**src/design/assert_macros.svh**
```systemverilog
// assertion macros shared by the breakpoint table rtl
`ifndef ASSERT_MACROS_SVH
`define ASSERT_MACROS_SVH

// concurrent check on aclk, off while reset is asserted
`define ASSERT_SYNC(lbl, prop, msg) \
    lbl: assert property (@(posedge aclk) disable iff (!aresetn) prop) else $error(msg);

// next-cycle implication on aclk, off while reset is asserted
`define ASSERT_NEXT(lbl, ante, cons, msg) \
    lbl: assert property (@(posedge aclk) disable iff (!aresetn) (ante) |=> (cons)) \
        else $error(msg);

`endif

```
**src/design/bst_pkg.sv**
```systemverilog
// ----------------------------------------------------------------------------
// bst_pkg
// shared types and command codes of the breakpoint set table
// ----------------------------------------------------------------------------
`timescale 1ns / 1ps
`default_nettype none

package bst_pkg;

    localparam int COORD_W = 16;
    localparam int KEY_W   = 2 * COORD_W;
    localparam int TOTAL_W = 7;

    localparam logic [1:0] CMD_CHECK  = 2'd0;
    localparam logic [1:0] CMD_ADD    = 2'd1;
    localparam logic [1:0] CMD_REMOVE = 2'd2;

    typedef struct packed {
        logic [1:0]         command;
        logic [COORD_W-1:0] x_coord;
        logic [COORD_W-1:0] y_coord;
    } in_word_t;

    typedef struct packed {
        logic               was_present;
        logic               changed;
        logic               table_full;
        logic [TOTAL_W-1:0] entry_total;
    } out_word_t;

    // controller to datapath
    typedef struct packed {
        logic capture;  // latch word, compare all cells
        logic commit;   // apply update, load result register
    } ctl_cmd_t;

endpackage

`default_nettype wire

```
**src/design/bst_ctrl.sv**
```systemverilog
// ----------------------------------------------------------------------------
// bst_ctrl
// two-state sequencer: capture/compare, then commit into the result register
// ----------------------------------------------------------------------------
`timescale 1ns / 1ps
`default_nettype none

`include "assert_macros.svh"

module bst_ctrl
    import bst_pkg::*;
(
    input  wire logic     aclk,
    input  wire logic     aresetn,
    input  wire logic     s_valid,
    output logic          s_ready,
    output logic          m_valid,
    input  wire logic     m_ready,
    output ctl_cmd_t      cmd
);

    localparam logic ST_IDLE   = 1'b0;
    localparam logic ST_COMMIT = 1'b1;

    logic state_reg, state_next;
    logic m_valid_reg, m_valid_next;
    logic out_free;

    assign s_ready  = (state_reg == ST_IDLE);
    assign m_valid  = m_valid_reg;
    assign out_free = !m_valid_reg || m_ready;

    assign cmd.capture = s_valid && s_ready;
    assign cmd.commit  = (state_reg == ST_COMMIT) && out_free;

    always_comb begin
        state_next   = state_reg;
        m_valid_next = m_valid_reg;
        if (m_valid_reg && m_ready) begin
            m_valid_next = 1'b0;
        end
        case (state_reg)
            ST_IDLE: begin
                if (cmd.capture) begin
                    state_next = ST_COMMIT;
                end
            end
            ST_COMMIT: begin
                if (cmd.commit) begin
                    state_next   = ST_IDLE;
                    m_valid_next = 1'b1;
                end
            end
            default: begin
                state_next = ST_IDLE;
            end
        endcase
    end

    always_ff @(posedge aclk) begin
        if (!aresetn) begin
            state_reg   <= ST_IDLE;
            m_valid_reg <= 1'b0;
        end else begin
            state_reg   <= state_next;
            m_valid_reg <= m_valid_next;
        end
    end

    `ASSERT_NEXT(a_capture_goes_commit, cmd.capture, state_reg == ST_COMMIT, "capture not followed by commit state")
    `ASSERT_NEXT(a_commit_shows_result, cmd.commit, m_valid_reg, "commit did not raise result valid")

endmodule

`default_nettype wire

```
**src/design/bst_datapath.sv**
```systemverilog
// ----------------------------------------------------------------------------
// bst_datapath
// cell array with per-cell compare, packed insert and shift-down delete
// ----------------------------------------------------------------------------
`timescale 1ns / 1ps
`default_nettype none

`include "assert_macros.svh"

module bst_datapath
    import bst_pkg::*;
#(
    parameter int TABLE_DEPTH = 64
) (
    input  wire logic     aclk,
    input  wire logic     aresetn,
    input  wire ctl_cmd_t cmd,
    input  wire in_word_t s_word,
    output out_word_t     m_word
);

    localparam int CNT_W = $clog2(TABLE_DEPTH + 1);

    logic [KEY_W-1:0]       cell_reg [TABLE_DEPTH];
    logic [TABLE_DEPTH-1:0] match_reg;
    logic [TABLE_DEPTH-1:0] shift_en;
    logic [KEY_W-1:0]       key_reg;
    logic [1:0]             op_reg;
    logic [CNT_W-1:0]       count_reg, count_next;
    out_word_t              result_reg;

    logic [KEY_W-1:0] key_in;
    logic             present;
    logic             is_full;
    logic             do_add;
    logic             do_remove;
    logic             refuse;

    assign key_in    = {s_word.y_coord, s_word.x_coord};
    assign present   = |match_reg;
    assign is_full   = (count_reg == CNT_W'(TABLE_DEPTH));
    assign do_add    = (op_reg == CMD_ADD) && !present && !is_full;
    assign refuse    = (op_reg == CMD_ADD) && !present && is_full;
    assign do_remove = (op_reg == CMD_REMOVE) && present;

    always_comb begin
        count_next = count_reg;
        if (do_add) begin
            count_next = count_reg + CNT_W'(1);
        end else if (do_remove) begin
            count_next = count_reg - CNT_W'(1);
        end
    end

    always_ff @(posedge aclk) begin
        if (cmd.capture) begin
            key_reg <= key_in;
            op_reg  <= s_word.command;
        end
        if (cmd.commit) begin
            result_reg.was_present <= present;
            result_reg.changed     <= do_add || do_remove;
            result_reg.table_full  <= refuse;
            result_reg.entry_total <= TOTAL_W'(count_next);
        end
    end

    always_ff @(posedge aclk) begin
        if (!aresetn) begin
            count_reg <= '0;
        end else if (cmd.commit) begin
            count_reg <= count_next;
        end
    end

    for (genvar i = 0; i < TABLE_DEPTH; i++) begin : g_cell
        // only valid cells may match
        always_ff @(posedge aclk) begin
            if (cmd.capture) begin
                match_reg[i] <= (count_reg > CNT_W'(i)) && (cell_reg[i] == key_in);
            end
        end

        // cells at and above the hit move down one place
        assign shift_en[i] = |match_reg[i:0];

        if (i < TABLE_DEPTH - 1) begin : g_shift
            always_ff @(posedge aclk) begin
                if (cmd.commit) begin
                    if (do_add && (count_reg == CNT_W'(i))) begin
                        cell_reg[i] <= key_reg;
                    end else if (do_remove && shift_en[i]) begin
                        cell_reg[i] <= cell_reg[i+1];
                    end
                end
            end
        end else begin : g_last
            always_ff @(posedge aclk) begin
                if (cmd.commit && do_add && (count_reg == CNT_W'(i))) begin
                    cell_reg[i] <= key_reg;
                end
            end
        end
    end

    assign m_word = result_reg;

    `ASSERT_SYNC(a_count_in_range, count_reg <= CNT_W'(TABLE_DEPTH), "entry count above depth")
    `ASSERT_SYNC(a_single_hit, cmd.commit |-> $onehot0(match_reg), "pair matched more than one cell")
    `ASSERT_NEXT(a_count_held, !cmd.commit, $stable(count_reg), "entry count moved without commit")

endmodule

`default_nettype wire

```
**src/design/breakpoint_set_table_top.sv**
```systemverilog
// result path: all cells compare at the accept edge, then the commit in the commit
//   state raises result valid
// a new word is accepted only after the last one has committed; the commit also
//   waits while the result register still holds a word the consumer has not taken
// two-step sequence: all cells compare in parallel in the accept cycle, the
//   insert or shift-down delete lands in the commit state
// reset (aresetn low, synchronous) empties the table and drops result valid
// ----------------------------------------------------------------------------
// breakpoint_set_table_top
// packed table of distinct (x, y) breakpoints with check, add and remove
// ----------------------------------------------------------------------------
`timescale 1ns / 1ps
`default_nettype none

module breakpoint_set_table_top
    import bst_pkg::*;
#(
    parameter int TABLE_DEPTH = 64
) (
    input  wire logic     aclk,
    input  wire logic     aresetn,

    // command word in
    input  wire logic     s_valid,
    output logic          s_ready,
    input  wire in_word_t s_word,

    // result word out
    output logic          m_valid,
    input  wire logic     m_ready,
    output out_word_t     m_word
);

    // capture / commit strobes from the sequencer
    ctl_cmd_t cmd;

    // sequencer: accepts a word only when no item is in flight; the result
    // register lets the next word enter while a result still waits
    bst_ctrl u_ctrl (
        .aclk    (aclk),
        .aresetn (aresetn),
        .s_valid (s_valid),
        .s_ready (s_ready),
        .m_valid (m_valid),
        .m_ready (m_ready),
        .cmd     (cmd)
    );

    // datapath: cells, per-cell comparators, entry count and result register;
    // the table stays packed so valid entries sit below the count
    bst_datapath #(
        .TABLE_DEPTH (TABLE_DEPTH)
    ) u_datapath (
        .aclk    (aclk),
        .aresetn (aresetn),
        .cmd     (cmd),
        .s_word  (s_word),
        .m_word  (m_word)
    );

endmodule

`default_nettype wire

```
**config.mk**
```make
export PLATFORM = sky130hd
export DESIGN_NAME = breakpoint_set_table_top
export DESIGN_NICKNAME = d
export VERILOG_FILES = /design/src/design/bst_pkg.sv /design/src/design/bst_ctrl.sv /design/src/design/bst_datapath.sv /design/src/design/breakpoint_set_table_top.sv
export VERILOG_INCLUDE_DIRS = /design/src /design/src/design
export SDC_FILE = /design/constraint.sdc
export NUM_CORES = 2
export LEC_CHECK = 0
export BUFFER_PORTS_ARGS = -buffer_cell sky130_fd_sc_hd__buf_4
export CAP_MARGIN = 20
export CORE_ASPECT_RATIO = 1.5
export CORE_MARGIN = 2
export CORE_UTILIZATION = 28
export CTS_CLUSTER_DIAMETER = 40
export DETAILED_ROUTE_END_ITERATION = 12
export MAX_ROUTING_LAYER = met4
export PLACE_DENSITY_LB_ADDON = 0.25
export SLEW_MARGIN = 20
export SYNTH_ARGS = -nofsm -noshare
export SYNTH_HDL_FRONTEND = slang
export SYNTH_SLANG_ARGS = --single-unit
export TNS_END_PERCENT = 20
```
**constraint.sdc**
```tcl
create_clock -name aclk -period 11.4 [get_ports aclk]
set_clock_uncertainty 0.2 [all_clocks]
set_input_delay 2.28 -clock aclk [delete_from_list [all_inputs] [get_ports aclk]]
set_output_delay 2.28 -clock aclk [all_outputs]
set_load 0.03 [all_outputs]
```
---- Yosys cells after proc, flatten, opt, wreduce, memory -nomap -nowiden ----
Memory sizes are Yosys's and may differ from the RTL's.
Cells that the tools add are included.
storage, ports and cells
  memories ................................ 1
  output and inout bits ................... 12
  bits of input ports ..................... 38
  register bits after elaboration ......... 117
  word-level logic and storage cells ...... 1120
  RAM bits ................................ 2048
memories
  memory               words  bits a word  read ports  clocked after Yosys merged registers in  wr ports  RTL line            RTL
  u_datapath.cell_reg  64     32           64          0                                        63        bst_datapath.sv:24  logic [KEY_W-1:0] cell_reg [TABLE_DEPTH];
cells by class
  bitwise gates (word level) .............. 64
  mux-type cells .......................... 517
  reduce and logical (&&, ||, !) cells .... 269
  $add $sub $neg .......................... 2
  eq/ne operators ......................... 130
  $lt $le $gt $ge ......................... 64
operators by type and width
  kind                                                                              number
  32-bit == test                                                                    64
  32-bit two-way mux                                                                64
  1-bit two-way mux                                                                 449
  7-bit by 6-bit == test with 1-bit output (second input constant)                  32
  7-bit by 6-bit greater-than comparator with 1-bit output (second input constant)  32
  1-bit logical AND                                                                 199
  7-bit by 5-bit == test with 1-bit output (second input constant)                  16
  7-bit by 5-bit greater-than comparator with 1-bit output (second input constant)  16
  32-bit OR reduction                                                               2
  64-bit OR reduction                                                               1
  1-bit bitwise OR                                                                  63
  63-bit OR reduction                                                               1
  62-bit OR reduction                                                               1
  61-bit OR reduction                                                               1
  60-bit OR reduction                                                               1
  59-bit OR reduction                                                               1
  58-bit OR reduction                                                               1
  57-bit OR reduction                                                               1
  7-bit by 4-bit == test with 1-bit output (second input constant)                  8
  7-bit by 4-bit greater-than comparator with 1-bit output (second input constant)  8
  56-bit OR reduction                                                               1
  55-bit OR reduction                                                               1
  54-bit OR reduction                                                               1
  53-bit OR reduction                                                               1
  68 further kinds                                                                  81

---- Longest topological paths before layout ----
  depth in word-level cells ............... 10
  depth in mapped cells ................... 10
  gate-level depth less buffers ........... 8

---- Cells and area by module ----
A second synthesis with hierarchy kept.
second synthesis, totals
  cells, all modules ...................... 8085
  area, all modules ....................... 115351.9 µm²
by module, submodules not included
  module        cells an instance  sequential area each (µm²)  times used  area an instance (µm²)
  bst_datapath  8076               64882.2                     1           115249.3
  bst_ctrl      9                  40.0                        1           102.6

---- Least setup slack after synthesis ----
Ideal clock, no wire load.
  kind .................................... input -> register
  start point ............................. in s_valid
  end point ............................... reg u_datapath.key_reg[0], enable pin
  arrival time ............................ 6.547 ns
  required time ........................... 10.632 ns
  stages .................................. 1
  path buffers ............................ 0
  setup time .............................. 0.568 ns
  setup slack ............................. 4.086 ns
  path through ............................ nor2b_1
between the ends
  word-level cells in the longest chain between the ends .. 1
ends and longest elaborated chain
  element               RTL line                        RTL
  from (decl)           breakpoint_set_table_top.sv:24  input wire logic s_valid,
  1-bit logical AND     bst_ctrl.sv:33                  assign cmd.capture = s_valid && s_ready;
  to (signal assigned)  bst_datapath.sv:57              key_reg <= key_in;
  to (decl)             bst_datapath.sv:27              logic [KEY_W-1:0] key_reg;
Every way passes these cells.
A chain may end at the register's enable or synchronous reset.

==> key figures <==
STA
  • Setup repair after global routing missed its margin: no
  • Final setup fails: 0
  • Slew Limit Fails: 0
  • Hold Vio Cnt, Final: 0
  • Slew @ Worst Pin: 1170 ps
  • Period utilization: 53.0%
  • Relative slew slack: 21.7%
  • Max Clk Rate: 166 MHz
  • TNS Setup: 0 ps
  • Tmin final: 6040 ps

Routing
  • Vias: 73,000
  • DRT Wirelength: 496,000 um
  • Routed length per instance: 36.4 um
  • Final ANT Viol Nets: 0
  • DR pass1 iterations: 7
  • Vias per std cell: 5.37
  • DRC viols: 0
  • DR iter-0 viols: 7,091

Critical path
  • CP max FO: 32
  • Worst setup SP type: register
  • Worst path max stage delay: 1180 ps
  • Critical path type: reg -> reg
  • WP buf/inv: 1
  • Worst Path Required: 11,700 ps
  • Critical path, cell by cell: nor4_4 > nand4_1 > nor3_2 > buf_4 > nand2_1 > or4_1 > o21bai_4
  • Arr. time, crit path: 6340 ps
  • Crit. End Element: register
  • Slowest cell on crit path: or4_1
  • Cell family with most CP delay: simple AND/OR/NAND/NOR gates

Logic synthesis
  • Yosys warnings: 0
  • Seq/Total Area, Yosys: 56.1%
  • Mean Syn Cell Area: 14.3 um2
  • Synth Flop Type: edfxtp_1
  • Post-synth EDFFs: 2,156
  • Synth Instances: 8,078
  • Mapped Area: 116,000 um2
  • Flops & latches, synth: 2,165
  • Mapped Nets: 8,120
  • Synth cell types: 68
  • Post-synth ARST share: 0%

Power
  • Power density over the cells: 154 nW/um2
  • Tot Pwr: 0.0203 W
  • Worst VDD drop: 0.000134 V
  • Leak: 42.4 nW

Die
  • Die ar.: 418,000 um2
  • Die W: 529 um
  • Num ports: 50
  • Total core area: 412,000 um2
  • Initial Util: 28.1%
  • Die boundary height: 791 um
  • Rows: 289

Flow run
  • Max-Cap Viols: 0

Min path
  • Min-delay worst type: reg -> reg

Finish
  • Largest register FFs: 2,048
  • Layout net count: 8,048
  • Fraction of layout cells with a size suffix above 1: 30.7%
  • Layout area overhead: 14.5%
  • Fill count: 40,400

GRT
  • First-pass GRT wire length: 666,000 um
  • GRT overflow: 0
  • Largest net degree at the start of global routing: 53
  • Tot GR Track Use: 23.7%
  • Antenna violations before repair: 39
  • Vias in the first global route: 76,200

Clock network
  • CTS H-tree depth: 5
  • Clock Path Buffers: 4
  • CTS buffer count: 266
  • Buffer count from post-CTS setup fixing: 0
  • Clk pin slew, worst setup/hold paths: 60 ps
  • Worst skew pair latency: 910 ps
  • Root buffer cell: clkbuf_16
  • Post_cts resized: 0
  • CTS sink count: 2,165
  • Post-CTS Hold Buffers: 0
  • CTS tree: yes

Placed design
  • HPWL after DPL: 334,000 um
  • RePlAce Congestion: 0.929
  • # port buffers: 49

Status
  • Status: complete, no violations
## Yosys cell counts, drive strengths merged (4+ instances only)
cell	count	area [um2]
or3	9	56.3
o31a	6	52.6
o211ai	10	75.1
and3	11	68.8
mux2	2017	22800
nor2	46	173
edfxtp	2156	64700
ha	4	50.1
buf	237	1130
nand4	241	1520
xnor2	697	6100
o21bai	29	218
a211oi	8	60.1
nand2	74	280
and4	5	43.8
or2	4	25.0
o31ai	12	114
o41ai	4	110
a21oi	25	129
nand2b	7	43.8
dfxtp	9	180
nand3	46	230
nor3	51	260
or4	10	75.1
mux2i	12	120
o2111ai	10	87.6
inv	7	26.3
and2	11	68.8
xor2	1357	11900
o21ai	50	265
clkbuf	461	1730
nor4	394	2500
a2111oi	12	105
o22ai	6	37.5
o21a	12	90.1
a31oi	7	43.8
## cells by family after synthesis
logic type,after synthesis,synth area share (%)
fa+ha+maj,4,0.0433
simple gates,914,4.65
xor+xnor,2054,15.5
buf+inv,707,2.51
flops,2165,56.1
mux,2029,19.8
compound gates,205,1.31
## area by class of cell
class	instances	area (um2)	area share (%)
diodes	12	30.0	0.0227
clock buffers	309	7070	5.34
clock inverters	161	1710	1.29
inverters	9	33.8	0.0255
multi-input cells	5206	48700	36.8
flip-flops and latches	2165	64900	49.0
well taps	5383	6740	5.08
repair buffers	358	3250	2.45
## power breakdown
part / internal (W) / leakage, nW / switching (W)
combinational: 0.000802 / 18.5 / 0.00144
sequential: 0.00906 / 19.7 / 0.000205
clock: 0.00509 / 4.28 / 0.00375
## per-stage QoR
stage / cell area [um2] / instances / hold WS [ps] / util [%] / setup slack, ps
final: 132000 / 13600 / 276 / 32.1 / 5360
after detailed placement: 123000 / 13100 / 271 / 29.9 / 4740
after floorplan: 116000 / 8078 / 224 / - / 4090
after global placement: 123000 / 13100 / 262 / 29.9 / 4850
after global routing: 132000 / 13600 / 311 / 32.1 / 5410
after CTS: 132000 / 13600 / 278 / 32.0 / 5470
## worst min-delay path: stages (launching register included)
cell and delay [ps]:
dfxtp_1 320, nand2_1 50, mux2i_1 50
## path summary, 6_finish.rpt
| kind | cells past startpoint | end | startpoint | slack, ps |
|---|---|---|---|---|
| hold reg to reg | 2 | u_datapath.count_reg[5] | u_datapath.count_reg[5] | 280 |
| setup / recovery | 7 | u_datapath.cell_reg[0][320] | u_datapath.match_reg[0] | 5360 |
| hold / removal | 2 | u_datapath.count_reg[5] | u_datapath.count_reg[5] | 280 |
| setup reg to reg | 7 | u_datapath.cell_reg[0][320] | u_datapath.match_reg[0] | 5360 |
## per-layer routing
metal,track usage (%),share of wire (%)
met3,2.99,5.3
met1,24.5,35
met2,42.4,52
met5,-,0
met4,14.9,7.6
## cell usage in the layout (no fill, tap or decap), types with 24 or more instances in the layout
cell / n
mux2_1: 383
bufinv_16: 26
nand3_1: 44
clkinv_1: 39
xor2_1: 1357
clkbuf_16: 278
edfxtp_1: 2156
nand2_1: 71
nand4_1: 239
xnor2_1: 697
clkinv_2: 29
mux2_4: 29
buf_4: 298
buf_6: 32
nor3_1: 48
nor4_1: 389
nor2_1: 36
inv_6: 24
mux2_2: 1605
clkbuf_1: 31
Note: power is estimated with default switching activity, not from simulation.
